[src/rtl/core/ble_pkg.sv]
`default_nettype none

package ble_pkg;

    // Configuration port.
    localparam int CFG_DATA_W = 16;
    localparam int CFG_IDX_W  = 1;

    localparam logic [CFG_IDX_W-1:0] CFG_CACHE_INTERVAL = 1'b0;
    localparam logic [CFG_IDX_W-1:0] CFG_ESTIMATE_MIN   = 1'b1;

    localparam logic [15:0] CACHE_INTERVAL_RST = 16'd2000;
    localparam logic [15:0] ESTIMATE_MIN_RST   = 16'd2500;

    localparam logic signed [7:0] PCT_UNKNOWN = -8'sd1;
    localparam logic [15:0]       PCT_MAX     = 16'd100;

    // Charge state codes in status bits 4:3.
    localparam logic [1:0] CHG_PRE  = 2'd1;
    localparam logic [1:0] CHG_FAST = 2'd2;

    // Resting LiPo discharge curve, highest voltage first.
    localparam int CURVE_POINTS = 9;
    localparam int SEG_W        = $clog2(CURVE_POINTS);
    localparam int SLOPE_W      = 15;

    localparam logic [15:0] CURVE_MV [CURVE_POINTS] = '{
        16'd4200, 16'd4100, 16'd4000, 16'd3900, 16'd3800,
        16'd3700, 16'd3600, 16'd3500, 16'd3300
    };
    localparam logic [6:0] CURVE_PCT [CURVE_POINTS] = '{
        7'd100, 7'd90, 7'd78, 7'd60, 7'd42, 7'd22, 7'd8, 7'd3, 7'd0
    };

    // Segment i runs from point i up to point i-1. The slope is the rise of the
    // segment times 1311, and with the shift below it stands for rise / span:
    // 1311 / 2^17 is just above 1/100, and 2^18 serves the 200 mV segment.
    // The error stays below the smallest fractional step, so the floor holds.
    localparam logic [SLOPE_W-1:0] CURVE_SLOPE [CURVE_POINTS] = '{
        15'd0,     15'd13110, 15'd15732, 15'd23598, 15'd23598,
        15'd26220, 15'd18354, 15'd6555,  15'd3933
    };
    localparam logic CURVE_WIDE [CURVE_POINTS] = '{
        1'b0, 1'b0, 1'b0, 1'b0, 1'b0, 1'b0, 1'b0, 1'b0, 1'b1
    };
    localparam int SHIFT_NARROW = 17;
    localparam int SHIFT_WIDE   = 18;

    typedef struct packed {
        logic [31:0] now_ms;
        logic        volt_ok;
        logic [15:0] volt_raw;
        logic        soc_ok;
        logic [15:0] soc_raw;
        logic        chg_ok;
        logic [7:0]  chg_status;
    } t_query;

    typedef struct packed {
        logic signed [7:0] percent;
        logic [15:0]       batt_mv;
        logic              charging;
        logic              refreshed;
    } t_result;

endpackage

`default_nettype wire

[src/rtl/core/ble_stream_if.sv]
`default_nettype none

interface ble_stream_if #(
    parameter type t_payload = logic
);
    logic     valid;
    logic     ready;
    t_payload payload;

    modport source (output valid, output payload, input ready);
    modport sink   (input valid, input payload, output ready);
endinterface

`default_nettype wire

[src/rtl/core/ble_curve.sv]
`default_nettype none

module ble_curve (
    input  wire logic [15:0] i_mv,
    output logic [6:0]       o_pct
);
    localparam int PROD_W = ble_pkg::SLOPE_W + 8;

    logic                     hit;
    logic [ble_pkg::SEG_W-1:0] seg;
    logic [15:0]              delta;
    logic [PROD_W-1:0]        prod;
    logic [6:0]               frac_pct;

    // The curve falls, so the lowest index whose point lies at or below the
    // voltage names the segment; scanning downward lets that one win.
    always_comb begin
        hit = 1'b0;
        seg = ble_pkg::SEG_W'(1);
        for (int i = ble_pkg::CURVE_POINTS - 1; i >= 1; i--) begin
            if (i_mv >= ble_pkg::CURVE_MV[i]) begin
                hit = 1'b1;
                seg = ble_pkg::SEG_W'(i);
            end
        end
    end

    // Within a segment the offset stays below the span, at most 200 mV.
    assign delta = i_mv - ble_pkg::CURVE_MV[seg];
    assign prod  = ble_pkg::CURVE_SLOPE[seg] * delta[7:0];

    always_comb begin
        if (ble_pkg::CURVE_WIDE[seg]) begin
            frac_pct = 7'(prod >> ble_pkg::SHIFT_WIDE);
        end else begin
            frac_pct = 7'(prod >> ble_pkg::SHIFT_NARROW);
        end
    end

    always_comb begin
        if (i_mv >= ble_pkg::CURVE_MV[0]) begin
            o_pct = ble_pkg::CURVE_PCT[0];
        end else if (hit) begin
            o_pct = ble_pkg::CURVE_PCT[seg] + frac_pct;
        end else begin
            o_pct = ble_pkg::CURVE_PCT[ble_pkg::CURVE_POINTS-1];
        end
    end

endmodule

`default_nettype wire

[src/rtl/core/battery_level_estimator.sv]
`default_nettype none

// Channel   Dir  Payload                                        Transfer
// i_query   in   now_ms, volt/soc/chg readings with ok flags    valid & ready
// o_result  out  percent, batt_mv, charging, refreshed          valid & ready
// i_cfg_*   in   register index and 16-bit data                 i_cfg_we
//
// A query is captured in an input register and then resolved against the cache,
// and its result is loaded into the output register; one query per cycle is
// sustained while results are taken. The cache age compare and the curve
// multiply set the path between the two registers. Reset is synchronous and
// empties both registers and restores the cache and configuration. A stalled
// result holds both registers; i_query.ready then falls once the input register
// is full.

module battery_level_estimator (
    input  wire logic                            i_clk,
    input  wire logic                            i_rst_n,
    ble_stream_if.sink                           i_query,
    ble_stream_if.source                         o_result,
    input  wire logic                            i_cfg_we,
    input  wire logic [ble_pkg::CFG_IDX_W-1:0]   i_cfg_idx,
    input  wire logic [ble_pkg::CFG_DATA_W-1:0]  i_cfg_data
);
    logic [15:0] r_interval;
    logic [15:0] r_est_min;

    logic              r_in_valid;
    ble_pkg::t_query   r_in;
    logic              r_out_valid;
    ble_pkg::t_result  r_out;

    logic [31:0]       r_cache_time;
    logic signed [7:0] r_cache_pct;
    logic [15:0]       r_cache_volt;
    logic              r_cache_chg;

    logic [31:0]       n_cache_time;
    logic signed [7:0] n_cache_pct;
    logic [15:0]       n_cache_volt;
    logic              n_cache_chg;

    logic              advance;
    logic              refresh;
    logic [31:0]       age;
    logic [15:0]       volt;
    logic              soc_good;
    logic              use_est;
    logic [6:0]        est_pct;
    logic signed [7:0] pct;
    logic [1:0]        chg_state;
    logic              charging;

    assign advance        = r_in_valid && (!r_out_valid || o_result.ready);
    assign i_query.ready  = !r_in_valid || advance;
    assign o_result.valid = r_out_valid;
    assign o_result.payload = r_out;

    always_ff @(posedge i_clk) begin
        if (!i_rst_n) begin
            r_interval <= ble_pkg::CACHE_INTERVAL_RST;
            r_est_min  <= ble_pkg::ESTIMATE_MIN_RST;
        end else if (i_cfg_we) begin
            case (i_cfg_idx)
                ble_pkg::CFG_CACHE_INTERVAL: r_interval <= i_cfg_data;
                ble_pkg::CFG_ESTIMATE_MIN:   r_est_min  <= i_cfg_data;
                default: ;
            endcase
        end
    end

    // Refresh decision and the new cache contents.
    assign age     = r_in.now_ms - r_cache_time;
    assign refresh = (r_cache_time == '0) || (age >= {16'd0, r_interval});

    assign volt     = r_in.volt_ok ? r_in.volt_raw : 16'd0;
    assign soc_good = r_in.soc_ok && (r_in.soc_raw <= ble_pkg::PCT_MAX);
    assign use_est  = (!soc_good || (r_in.soc_raw == 16'd0)) && (volt > r_est_min);

    ble_curve u_curve (
        .i_mv  (volt),
        .o_pct (est_pct)
    );

    always_comb begin
        if (use_est) begin
            pct = $signed({1'b0, est_pct});
        end else if (soc_good) begin
            pct = $signed(r_in.soc_raw[7:0]);
        end else begin
            pct = ble_pkg::PCT_UNKNOWN;
        end
    end

    assign chg_state = r_in.chg_status[4:3];
    assign charging  = r_in.chg_ok && (chg_state inside {ble_pkg::CHG_PRE, ble_pkg::CHG_FAST});

    always_comb begin
        n_cache_time = r_cache_time;
        n_cache_pct  = r_cache_pct;
        n_cache_volt = r_cache_volt;
        n_cache_chg  = r_cache_chg;
        if (refresh) begin
            // Time zero would read as an empty cache, so it is stored as one.
            n_cache_time = (r_in.now_ms == '0) ? 32'd1 : r_in.now_ms;
            n_cache_pct  = pct;
            n_cache_volt = volt;
            n_cache_chg  = charging;
        end
    end

    always_ff @(posedge i_clk) begin
        if (!i_rst_n) begin
            r_in_valid   <= 1'b0;
            r_out_valid  <= 1'b0;
            r_cache_time <= '0;
            r_cache_pct  <= ble_pkg::PCT_UNKNOWN;
            r_cache_volt <= '0;
            r_cache_chg  <= 1'b0;
        end else begin
            if (i_query.valid && i_query.ready) begin
                r_in_valid <= 1'b1;
            end else if (advance) begin
                r_in_valid <= 1'b0;
            end
            if (advance) begin
                r_out_valid  <= 1'b1;
                r_cache_time <= n_cache_time;
                r_cache_pct  <= n_cache_pct;
                r_cache_volt <= n_cache_volt;
                r_cache_chg  <= n_cache_chg;
            end else if (o_result.ready) begin
                r_out_valid <= 1'b0;
            end
        end
    end

    always_ff @(posedge i_clk) begin
        if (i_query.valid && i_query.ready) begin
            r_in <= i_query.payload;
        end
        if (advance) begin
            r_out.percent   <= n_cache_pct;
            r_out.batt_mv   <= n_cache_volt;
            r_out.charging  <= n_cache_chg;
            r_out.refreshed <= refresh;
        end
    end

    // Once any query has been resolved the cache counts as filled.
    a_cache_filled: assert property (@(posedge i_clk) disable iff (!i_rst_n)
        advance |=> r_cache_time != '0)
        else $error("cache time is zero after a resolved query");

    // The pending result always mirrors the cache it was taken from.
    a_out_matches_cache: assert property (@(posedge i_clk) disable iff (!i_rst_n)
        r_out_valid |-> (r_out.batt_mv == r_cache_volt) &&
                        (r_out.percent == r_cache_pct) &&
                        (r_out.charging == r_cache_chg))
        else $error("result register differs from cache");

    // A full input register behind a stalled result must block new queries.
    a_backpressure: assert property (@(posedge i_clk) disable iff (!i_rst_n)
        (r_in_valid && r_out_valid && !o_result.ready) |-> !i_query.ready)
        else $error("query accepted while the pipeline is stalled");

    // A query that finds the cache fresh must leave it untouched.
    a_hold_when_fresh: assert property (@(posedge i_clk) disable iff (!i_rst_n)
        (advance && !refresh) |=> $stable(r_cache_time) && $stable(r_cache_volt))
        else $error("cache changed without a refresh");

    // The percent is either unknown or within 0 to 100.
    a_pct_range: assert property (@(posedge i_clk) disable iff (!i_rst_n)
        r_out_valid |-> (r_out.percent == ble_pkg::PCT_UNKNOWN) ||
                        (r_out.percent >= 8'sd0 && r_out.percent <= 8'sd100))
        else $error("percent out of range");

endmodule

`default_nettype wire
[src/flat_wrapper.sv]
// flat-port wrapper written by rule: the top's interface ports become plain ports
module battery_level_estimator_flat 
  (i_clk, i_rst_n, i_cfg_we, i_cfg_idx, i_cfg_data, i_query_valid, i_query_payload, i_query_ready, o_result_valid, o_result_payload, o_result_ready);
  ble_stream_if i_query_i ();
  ble_stream_if o_result_i ();
  input  wire logic i_clk;
  input  wire logic i_rst_n;
  input  wire logic i_cfg_we;
  input  wire logic [ble_pkg::CFG_IDX_W-1:0] i_cfg_idx;
  input  wire logic [ble_pkg::CFG_DATA_W-1:0] i_cfg_data;
  input wire logic [$bits(i_query_i.valid)-1:0] i_query_valid;
  input wire logic [$bits(i_query_i.payload)-1:0] i_query_payload;
  output wire logic [$bits(i_query_i.ready)-1:0] i_query_ready;
  output wire logic [$bits(o_result_i.valid)-1:0] o_result_valid;
  output wire logic [$bits(o_result_i.payload)-1:0] o_result_payload;
  input wire logic [$bits(o_result_i.ready)-1:0] o_result_ready;
  assign i_query_i.valid = i_query_valid;
  assign i_query_i.payload = i_query_payload;
  assign i_query_ready = i_query_i.ready;
  assign o_result_valid = o_result_i.valid;
  assign o_result_payload = o_result_i.payload;
  assign o_result_i.ready = o_result_ready;
  battery_level_estimator u_core (.i_clk(i_clk), .i_rst_n(i_rst_n), .i_query(i_query_i), .o_result(o_result_i), .i_cfg_we(i_cfg_we), .i_cfg_idx(i_cfg_idx), .i_cfg_data(i_cfg_data));
endmodule
[config.mk]
export PLATFORM = sky130hd
export DESIGN_NAME = battery_level_estimator_flat
export DESIGN_NICKNAME = d
export VERILOG_FILES = /design/src/rtl/core/ble_pkg.sv /design/src/rtl/core/ble_stream_if.sv /design/src/rtl/core/ble_curve.sv /design/src/rtl/core/battery_level_estimator.sv /design/src/flat_wrapper.sv
export SDC_FILE = /design/constraint.sdc
export NUM_CORES = 1
export LEC_CHECK = 0
export BUFFER_PORTS_ARGS = -buffer_cell sky130_fd_sc_hd__buf_2
export CORE_AREA = 2 2 39 41
export DETAILED_ROUTE_END_ITERATION = 7
export DIE_AREA = 0 0 41 43
export PLACE_DENSITY = 0.49
export SLEW_MARGIN = 10
export SYNTH_ARGS = -nofsm -noshare
export SYNTH_HDL_FRONTEND = slang
export SYNTH_SLANG_ARGS = --single-unit
[constraint.sdc]
create_clock -name i_clk -period 0.8 [get_ports i_clk]
set_clock_uncertainty 0.05 [all_clocks]
set_input_delay 0.08 -clock i_clk [delete_from_list [all_inputs] [get_ports i_clk]]
set_output_delay 0.08 -clock i_clk [all_outputs]
set_load 0.03 [all_outputs]
Word level (Yosys, flattened, before mapping)
Cells that the tools add are included.
- reductions and logical operators: 12
- shifts and indexed selects: 0
- bitwise operators: 1
- equality and inequality tests: 0
- order comparisons: 1
- mux-type cells: 4
- multipliers: 0
- add/subtract/negate cells: 1
- div/mod/pow operators: 0
- operators with widths (kind ; count):
    $ge 32x16->1 ; 1
    $logic_not 32->1 ; 1
    $mux 1 ; 4
    $reduce_and 2->1 ; 2
    $reduce_bool 2->1 ; 2
    $logic_or 1x1->1 ; 3
    $logic_and 1x1->1 ; 2
    $logic_not 1->1 ; 2
    $sub 1x1->2 const A ; 1
    $not 1->1 ; 1
- ROM bits: 0
- output and inout port bits: 3
- bits in latches: 0
- input bits: 23
- memories kept: 0
- flip-flop bits (word level): 20
- word-level logic and storage cells: 24
- memory bits (writable): 0

Depth between registers and ports, before layout
Gate-level depths: netlist of the first run.
- depth after elaboration: 6
- gate-level depth with buffers: 3
- gate-level depth less buffers: 2

Worst setup path after synthesis of the first run
Ideal clock, no wire load.
- kind: reg-to-reg
- from: reg u_core.r_out_valid, in the netlist u_core.o_result.valid
- to: reg u_core.r_out, in the netlist u_core.o_result.payload (enable)
- slack: -0.238 ns
- data arrival time: 0.746 ns
- data required time: 0.508 ns
- cell stages (with the launch flop): 3
- buffers on the path: 0
- cells stage by stage: dfxtp_1 -> nand2b_1 -> and2_1
- longest elaborated chain between the ends: 3
- ends and longest elaborated chain (element ; RTL line ; text):
    start: declaration ; battery_level_estimator.sv:30 ; logic r_out_valid;
    start signal: assignment ; battery_level_estimator.sv:115 ; r_out_valid <= 1'b0;
    start signal: assignment ; battery_level_estimator.sv:127 ; r_out_valid <= 1'b1;
    start signal: assignment ; battery_level_estimator.sv:133 ; r_out_valid <= 1'b0;
    $logic_not 1->1 ; battery_level_estimator.sv:54 ; assign advance = r_in_valid && (!r_out_valid || o_result.ready);
    $logic_or 1x1->1 ; battery_level_estimator.sv:54 ;
    $logic_and 1x1->1 ; battery_level_estimator.sv:54 ;
    net u_core.advance ; battery_level_estimator.sv:43 ; logic advance;
    end: declaration ; battery_level_estimator.sv:31 ; ble_pkg::t_result r_out;
The timed path passes the listed nets, and every way through them passes these cells.
A chain may end at the register's enable or synchronous reset.

Final worst setup path of the first run
- from: reg u_core.r_out_valid, in the netlist u_core.o_result.valid
- to: out i_query_ready
- longest elaborated chain between the ends: 4
- ends and longest elaborated chain (element ; RTL line ; text):
    $logic_not 1->1 ; battery_level_estimator.sv:54 ;
    $logic_or 1x1->1 ; battery_level_estimator.sv:54 ;
    $logic_and 1x1->1 ; battery_level_estimator.sv:54 ;
    $logic_or 1x1->1 ; battery_level_estimator.sv:55 ; assign i_query.ready = !r_in_valid || advance;
    end: declaration ; flat_wrapper.sv:13 ; output wire logic [$bits(i_query_i.ready)-1:0] i_query_ready;
Every way passes these cells.

==> results.sh, run 1 <==
export IMPL_clock_root_buffer="sky130_fd_sc_hd__clkbuf_4"
export IMPL_power_density_mw_per_mm2=1970
export IMPL_critical_path_peak_fanout=3
export IMPL_synth_net_count=37
export IMPL_htree_levels=1
export IMPL_total_global_routing_track_utilization_pct=4.21
export IMPL_cts_inserted_buffers=3
export IMPL_netlist_top_cells_area="sky130_fd_sc_hd__dfxtp_1 32%, sky130_fd_sc_hd__edfxtp_1 24%, sky130_fd_sc_hd__nand2_1 9.0%, sky130_fd_sc_hd__o21a_1 6.0%, sky130_fd_sc_hd__and2_1 5.0%"
export IMPL_reg2reg_slack_ns=-0.07
export IMPL_grt_setup_unrepaired="true"
export IMPL_most_common_layout_cells="3 x sky130_fd_sc_hd__clkbuf_4, 3 x sky130_fd_sc_hd__buf_2, 3 x sky130_fd_sc_hd__buf_6"
export IMPL_placement_setup_worst_slack_ns=-0.0748
export IMPL_power_leakage_nw=0.105
export IMPL_setup_slack_ns=-0.220
export IMPL_top_usage_layer="met4"
export IMPL_postLayoutCoreUtil_pct=18.1
export IMPL_die_area_mm2=0.00176
export IMPL_criticalPathCategory="reg2out"
export IMPL_placementRows=14
export IMPL_wire_per_inst_um=5.90
export IMPL_antenna_found_initial=0
export IMPL_final_non_filler_cells=41
export IMPL_dp_cells=35
export IMPL_design_core_area_mm2=0.00138
export IMPL_globalplace_congestion=0.525
export IMPL_route_detailed_drc=0
export IMPL_horiz_die_dim_um=41
export IMPL_finalWorstPathRequiredPeriod_ns=1.02
export IMPL_hold_path_class="in2reg"
export IMPL_portBuffers=6
export IMPL_global_route_overflow_total=0
export IMPL_syn_instance_count=14
export IMPL_yosysTopAreaCell="sky130_fd_sc_hd__dfxtp_1"
export IMPL_max_clock_freq_mhz=980
export IMPL_cp_data_required_time_ns=0.67
export IMPL_worst_setup_hold_path_clk_slew_ns=0.03
export IMPL_areaGrowthSynthToFinish_pct=100
export IMPL_cp_cell_sequence="nor2b_4 > nand2_2 > buf_6"
export IMPL_fin_total_pwr_uw=492
export IMPL_finalNetCount=49
export IMPL_groute_layer_met2_usage_pct=4.06
export IMPL_critical_path_startpoint_type="register"
export IMPL_failed_checks="negative setup slack"
export IMPL_reported_max_cap_violation_count=0
export IMPL_n_antenna_cell=0
export IMPL_grt_util_met1_pct=2.56
export IMPL_worst_setup_path_end_kind="output pin"
export IMPL_synth_largest_type_area_fraction_pct=32.0
export IMPL_ys_types=11
export IMPL_slowest_stage="sky130_fd_sc_hd__dfxtp_4"
export IMPL_dr_pass1_iters=2
export IMPL_total_wirelength_of_the_detailed_routed_design_um=242
export IMPL_timing_critical_path_buf_inv=1
export IMPL_min_period_over_period_pct=127
export IMPL_setup_violations=4
export IMPL_yosys_register_bits=3
export IMPL_grt_met3_usage_pct=4.71
export IMPL_avgSynthCellArea_um2=8.94
export IMPL_num_vias=121
export IMPL_fill_cells=162
export IMPL_crit_path_max_incr_delay_ns=0.34
export IMPL_first_iter_violations=2
export IMPL_synth_area_um2=125
export IMPL_starting_density_pct=9.04
export IMPL_insertion_delay_ns=0.23
export IMPL_grt_max_degree=4
export IMPL_i_o_pin_count=26
export IMPL_number_of_nets_with_antenna_violations_after_detailed_routing=0
export IMPL_cts_root_to_sink_buffers=2
export IMPL_final_layout_size_suffix_gt1_share_pct=56.0
export IMPL_cts_tree="built"
export IMPL_hpwlAfterDp_um=186
export IMPL_number_of_global_route_vias_before_repair=111
export IMPL_cts_sink_count=3
export IMPL_crit_family="flip-flops"
export IMPL_viasPerCell=2.95
export IMPL_chipHeight_um=43
export IMPL_yosysSeqAreaShare_pct=56.0
export IMPL_grt_first_pass_wirelength_um=372
export IMPL_hold_viol_final=0
export IMPL_irDropWorstVdd_uv=235
export IMPL_yosysWarnings=0
export IMPL_status="finished, violations left"
export IMPL_worstPathArrival_ns=0.89
export IMPL_report_final_slew_viol_count=0
## final cells by class
class	count	area, µm²	area share, %
Clock buffer	4	26.3	10.5
Multi-Input combinational cell	9	56.3	22.5
Sequential cell	3	73.8	29.5
Tap cell	16	20.0	8.00
Timing Repair Buffer	9	73.8	29.5
## registers in the layout, indices dropped and copies added, names as in the netlist
register / count
u_core.r_in_valid: 1
u_core.o_result.valid: 1
u_core.o_result.payload: 1
## per-layer routing
| layer | up-vias | routed length [µm] | part of all wire [%] |
|---|---|---|---|
| li1 | 63 | - | - |
| met2 | 5 | 114 | 47 |
| met5 | - | 0 | 0 |
| met4 | 0 | 9 | 3.7 |
| met3 | 2 | 29 | 12 |
| met1 | 51 | 88 | 36 |
## worst paths after layout
| check | startpoint | endpoint | depth (start not counted) |
|---|---|---|---|
| worst max-delay path | u_core.o_result.valid | i_query_ready | 3 |
| worst min-delay path | i_rst_n | u_core.o_result.valid | 2 |
| worst max register to register | u_core.o_result.valid | u_core.o_result.payload | 2 |
| worst min register to register | u_core.r_in_valid | u_core.r_in_valid | 2 |
## stage by stage
stage	hold WS (ns)	cell area, µm²	setup TNS, ns
CTS	0.0368	250	-0.549
floorplan	0.139	134	-0.151
detailed placement	0.240	183	-0.115
finish	0.0381	250	-0.514
global placement	0.236	183	-0.114
global route	0.0274	250	-0.664
## cell families after synthesis
kind of cell / share of synthesized area [%]
flip-flops: 56.0
buffers and inverters: 6.99
AND/OR/NAND/NOR: 24.0
AO/OA/AOI/OAI: 10.0
other: 3.00
## where the power goes
part	internal, mW	switching, mW
sequential	0.166	0.00451
clock	0.187	0.0725
combinational	0.0349	0.0277
total	0.388	0.105
## synth_stat cells
| library cell | n |
|---|---|
| sky130_fd_sc_hd__and2_1 | 1 |
| sky130_fd_sc_hd__o21ai_0 | 1 |
| sky130_fd_sc_hd__buf_2 | 1 |
| sky130_fd_sc_hd__nor2b_1 | 1 |
| sky130_fd_sc_hd__o21a_1 | 1 |
| sky130_fd_sc_hd__clkbuf_1 | 1 |
| sky130_fd_sc_hd__conb_1 | 1 |
| sky130_fd_sc_hd__nand2_1 | 3 |
| sky130_fd_sc_hd__edfxtp_1 | 1 |
| sky130_fd_sc_hd__dfxtp_1 | 2 |
| sky130_fd_sc_hd__nand2b_1 | 1 |
## what timing repair did
item                       4_1_cts  5_1_grt
gates cloned                     0        0
setup endpoints to repair        4        4
setup buffers                    1        0
pin swaps                        1        0
hold endpoints to repair         1        0
gates resized for setup          7        0
hold buffers                     1        0
(Power assumes the default switching activity.)
==> inputs of run 2 (changes only) <==
Settings changed: CORE_AREA 2 2 39 41 to 3 3 40 42, DIE_AREA 0 0 41 43 to 0 0 43 45.
==> results.sh, run 2 (same netlist as run 1, synthesis figures left out) <==
export IMPL_global_route_overflow_total=0
export IMPL_clock_root_buffer="sky130_fd_sc_hd__clkbuf_4"
export IMPL_viasPerCell=3.16
export IMPL_cts_root_to_sink_buffers=2
export IMPL_areaGrowthSynthToFinish_pct=137
export IMPL_irDropWorstVdd_uv=461
export IMPL_total_wirelength_of_the_detailed_routed_design_um=351
export IMPL_portBuffers=6
export IMPL_globalplace_congestion=0.609
export IMPL_criticalPathCategory="reg2out"
export IMPL_insertion_delay_ns=0.23
export IMPL_cp_cell_sequence="nor2b_4 > nand2_2 > buf_6"
export IMPL_total_global_routing_track_utilization_pct=4.75
export IMPL_report_final_slew_viol_count=0
export IMPL_power_density_mw_per_mm2=1800
export IMPL_setup_total_negative_slack_ns=-0.825
export IMPL_reported_max_cap_violation_count=0
export IMPL_reg2reg_slack_ns=-0.19
export IMPL_fill_cells=146
export IMPL_failed_checks="negative setup slack"
export IMPL_hold_path_startpoint="i_rst_n"
export IMPL_hold_path_class="in2reg"
export IMPL_cts_sink_count=3
export IMPL_placement_setup_worst_slack_ns=-0.0671
export IMPL_worst_setup_hold_path_clk_slew_ns=0.04
export IMPL_setup_violations=5
export IMPL_timing_critical_path_buf_inv=1
export IMPL_worst_r2r_startpoint="u_core.o_result.valid"
export IMPL_first_iter_violations=1
export IMPL_worst_r2r_path_depth=3
export IMPL_design_core_area_mm2=0.00128
export IMPL_critical_path_startpoint_type="register"
export IMPL_dr_pass1_iters=6
export IMPL_hold_viol_final=0
export IMPL_htree_levels=1
export IMPL_num_vias=136
export IMPL_horiz_die_dim_um=43
export IMPL_max_clock_freq_mhz=941
export IMPL_worstPathArrival_ns=0.93
export IMPL_n_antenna_cell=0
export IMPL_crit_path_max_incr_delay_ns=0.34
export IMPL_number_of_nets_with_antenna_violations_after_detailed_routing=0
export IMPL_chipHeight_um=45
export IMPL_setup_slack_ns=-0.263
export IMPL_hold_path_endpoint="u_core.o_result.valid"
export IMPL_hold_path_depth=2
export IMPL_slowest_stage="sky130_fd_sc_hd__dfxtp_4"
export IMPL_critical_path_peak_fanout=3
export IMPL_crit_family="flip-flops"
export IMPL_cts_inserted_buffers=3
export IMPL_min_period_over_period_pct=133
export IMPL_number_of_global_route_vias_before_repair=140
export IMPL_grt_first_pass_wirelength_um=572
export IMPL_worst_setup_path_end_kind="output pin"
export IMPL_placementRows=13
export IMPL_power_leakage_nw=0.132
export IMPL_final_layout_size_suffix_gt1_share_pct=71.4
export IMPL_route_detailed_drc=0
export IMPL_i_o_pin_count=26
export IMPL_cts_tree="built"
export IMPL_cp_data_required_time_ns=0.67
export IMPL_most_common_layout_cells="6 x sky130_fd_sc_hd__buf_6, 3 x sky130_fd_sc_hd__clkbuf_4, 3 x sky130_fd_sc_hd__buf_4"
export IMPL_layout_cells_most_common="sky130_fd_sc_hd__buf_6"
export IMPL_status="finished, violations left"
export IMPL_timing_rr_end="u_core.o_result.payload"
export IMPL_finalNetCount=52
export IMPL_grt_setup_unrepaired="true"
export IMPL_starting_density_pct=9.74
export IMPL_finalWorstPathRequiredPeriod_ns=1.06
export IMPL_antenna_found_initial=0
export IMPL_die_area_mm2=0.00194
export IMPL_grt_max_degree=4
export IMPL_wire_per_inst_um=8.16
-- run 2: cell count changes in the layout (fill, tap and decap cells not counted), sizes merged --
cell	previous run	this run
buf	8	11
-- run 2: per-stage QoR --
stage               hold slack [ns]  instance area, µm²  power (mW)  utilization, %  cells
floorplan                     0.139                 134       0.201               -     14
global placement              0.239                 196       0.226            15.3     36
detailed placement            0.244                 196       0.226            15.3     36
CTS                          0.0217                 256       0.521            20.0     41
global route                 0.0541                 297       0.565            23.1     43
finish                       0.0332                 297       0.532            23.1     43
-- run 2: power by group --
part           internal, mW  total, mW  switching (mW)
registers             0.166      0.171         0.00499
logic                0.0566     0.0922          0.0356
clock network         0.187      0.269          0.0815
-- run 2: area by class of cell --
type	instances	area, µm²	share of cell area (%)
flip-flops and latches	3	75.1	25.3
clock buffers	4	26.3	8.86
well taps	15	18.8	6.33
repair buffers	12	110	37.1
multi-input cells	9	66.3	22.4
-- run 2: timing repair --
item | CTS | global route
pin swaps | 1 | 2
hold buffers | 1 | 0
hold endpoints to repair | 1 | 0
setup endpoints to repair | 5 | 6
gates cloned | 0 | 0
gates resized for setup | 7 | 7
buffers inserted | 0 | 3
-- run 2: metal layers --
layer / up-vias / wire, µm / GRT usage [%]
met1: 59 / 171 / 5.30
met5: - / 0 / 0
met2: 7 / 146 / 5.09
met4: 0 / 0 / 5.42
met3: 0 / 32 / 3.59
li1: 70 / - / -
-- run 2: worst max path at each step --
stage	start	endpoint	slack, ns	depth (start not counted)
floorplan	u_core.o_result.valid	u_core.o_result.payload	-0.09	2
detailed placement	u_core.o_result.valid	u_core.o_result.payload	-0.07	2
CTS	u_core.o_result.valid	i_query_ready	-0.26	3
global placement	u_core.o_result.valid	u_core.o_result.payload	-0.07	2
finish	u_core.o_result.valid	i_query_ready	-0.26	3
global route	u_core.o_result.valid	i_query_ready	-0.30	3
==> inputs of run 3 (changes only) <==
==> constraint.sdc (replaced) <==
create_clock -name i_clk -period 0.8 [get_ports i_clk]
set_clock_uncertainty 0.05 [all_clocks]
set_input_delay 0.12 -clock i_clk [delete_from_list [all_inputs] [get_ports i_clk]]
set_output_delay 0.12 -clock i_clk [all_outputs]
set_load 0.03 [all_outputs]
==> results.sh, run 3 (same netlist as run 1, synthesis figures left out) <==
export IMPL_finalNetCount=50
export IMPL_min_period_over_period_pct=135
export IMPL_grt_first_pass_wirelength_um=489
export IMPL_route_detailed_drc=0
export IMPL_worst_setup_hold_path_clk_slew_ns=0.04
export IMPL_wire_per_inst_um=7.46
export IMPL_placementRows=13
export IMPL_p_int_uw=395
export IMPL_grt_setup_unrepaired="true"
export IMPL_design_core_area_mm2=0.00128
export IMPL_number_of_global_route_vias_before_repair=123
export IMPL_report_final_slew_viol_count=0
export IMPL_dp_cells=35
export IMPL_critical_path_peak_fanout=3
export IMPL_insertion_delay_ns=0.23
export IMPL_reg2reg_slack_ns=-0.18
export IMPL_most_common_layout_cells="4 x sky130_fd_sc_hd__buf_4, 3 x sky130_fd_sc_hd__clkbuf_4, 3 x sky130_fd_sc_hd__buf_2, 3 x sky130_fd_sc_hd__buf_6, 2 x sky130_fd_sc_hd__nand2_1"
export IMPL_status="finished, violations left"
export IMPL_n_antenna_cell=0
export IMPL_chipHeight_um=45
export IMPL_die_area_mm2=0.00194
export IMPL_cp_data_required_time_ns=0.63
export IMPL_final_layout_size_suffix_gt1_share_pct=73.1
export IMPL_worstPathArrival_ns=0.91
export IMPL_horiz_die_dim_um=43
export IMPL_fill_cells=154
export IMPL_worst_setup_path_end_kind="output pin"
export IMPL_starting_density_pct=9.74
export IMPL_cts_tree="built"
export IMPL_fraction_of_power_consumed_by_combinational_cells_pct=14.2
export IMPL_failed_checks="negative setup slack"
export IMPL_power_leakage_nw=0.119
export IMPL_switching_share_pct=22.0
export IMPL_total_global_routing_track_utilization_pct=4.16
export IMPL_power_switching_uw=111
export IMPL_finalWorstPathRequiredPeriod_ns=1.08
export IMPL_postPlaceCellArea_um2=189
export IMPL_pwr_share_clk_pct=51.7
export IMPL_antenna_found_initial=0
export IMPL_hold_path_class="in2reg"
export IMPL_post_route_cell_area_um2=265
export IMPL_layout_cells_most_common="sky130_fd_sc_hd__buf_4"
export IMPL_postLayoutCoreUtil_pct=20.6
export IMPL_grt_max_degree=4
export IMPL_reported_max_cap_violation_count=0
export IMPL_cts_inserted_buffers=3
export IMPL_htree_levels=1
export IMPL_criticalPathCategory="reg2out"
export IMPL_max_clock_freq_mhz=924
export IMPL_portBuffers=6
export IMPL_first_iter_violations=3
export IMPL_holdBufCountCts=0
export IMPL_setup_slack_ns=-0.282
export IMPL_viasPerCell=3.07
export IMPL_setup_violations=5
export IMPL_hold_viol_final=0
export IMPL_dr_pass1_iters=2
export IMPL_final_non_filler_cells=41
export IMPL_critical_path_startpoint_type="register"
export IMPL_placement_setup_worst_slack_ns=-0.0985
export IMPL_number_of_nets_with_antenna_violations_after_detailed_routing=0
export IMPL_power_density_mw_per_mm2=1910
export IMPL_i_o_pin_count=26
export IMPL_cts_sink_count=3
export IMPL_total_wirelength_of_the_detailed_routed_design_um=306
export IMPL_globalplace_congestion=0.598
export IMPL_areaGrowthSynthToFinish_pct=112
export IMPL_clock_root_buffer="sky130_fd_sc_hd__clkbuf_4"
export IMPL_cts_root_to_sink_buffers=2
export IMPL_num_vias=126
export IMPL_seq_power_share_pct=34.1
export IMPL_irDropWorstVdd_uv=467
export IMPL_global_route_overflow_total=0
-- run 3: through the flow --
step / TNS, ns / hold WS [ns] / power [mW]
finish: -0.865 / 0.0375 / 0.507
global route: -1.07 / 0.0472 / 0.545
CTS: -0.715 / 0.0340 / 0.508
detailed placement: -0.171 / 0.279 / 0.222
global placement: -0.178 / 0.279 / 0.222
floorplan: -0.191 / 0.179 / 0.201
-- run 3: path summary, 6_finish.rpt --
kind / start / to / cells after the start
setup / recovery: u_core.o_result.valid / i_query_ready / 3
hold / removal: i_query_valid / u_core.r_in_valid / 3
setup reg to reg: u_core.o_result.valid / u_core.o_result.payload / 3
hold reg to reg: u_core.r_in_valid / u_core.o_result.valid / 2
-- run 3: per-layer routing --
| layer | track usage (%) | part of all wire [%] | vias up | wire, µm |
|---|---|---|---|---|
| met5 | 0 | 0 | - | 0 |
| met1 | 4.10 | 47 | 53 | 143 |
| met3 | 4.78 | 13 | 0 | 41 |
| met2 | 4.49 | 40 | 7 | 121 |
| li1 | - | - | 66 | - |
| met4 | 3.61 | 0 | 0 | 0 |
-- run 3: final cells by class --
cell class	instances	area [µm²]	area share (%)
Sequential cell	3	75.1	28.3
Timing Repair Buffer	10	78.8	29.7
Multi-Input combinational cell	9	66.3	25.0
Tap cell	15	18.8	7.08
Clock buffer	4	26.3	9.91
-- run 3: power by group through the flow --
stage	Sequential [mW]	Clock, mW	Combinational (mW)
finish	0.173	0.262	0.0720
CTS	0.172	0.278	0.0590
detailed placement	0.173	0	0.0486
global placement	0.173	0	0.0490
global route	0.174	0.293	0.0775
floorplan	0.184	0	0.0179
-- run 3: timing repair --
item	CTS	global route
hold endpoints to repair	0	0
pin swaps	0	1
endpoints found under the setup margin	5	6
setup buffers	0	2
gates resized for setup	7	3
-- run 3: worst max-delay path, cell delays in order (launching register included) --
cell and delay [ns]:
sky130_fd_sc_hd__dfxtp_4 0.34, sky130_fd_sc_hd__nor2b_4 0.15, sky130_fd_sc_hd__nand2_2 0.06, sky130_fd_sc_hd__buf_6 0.13
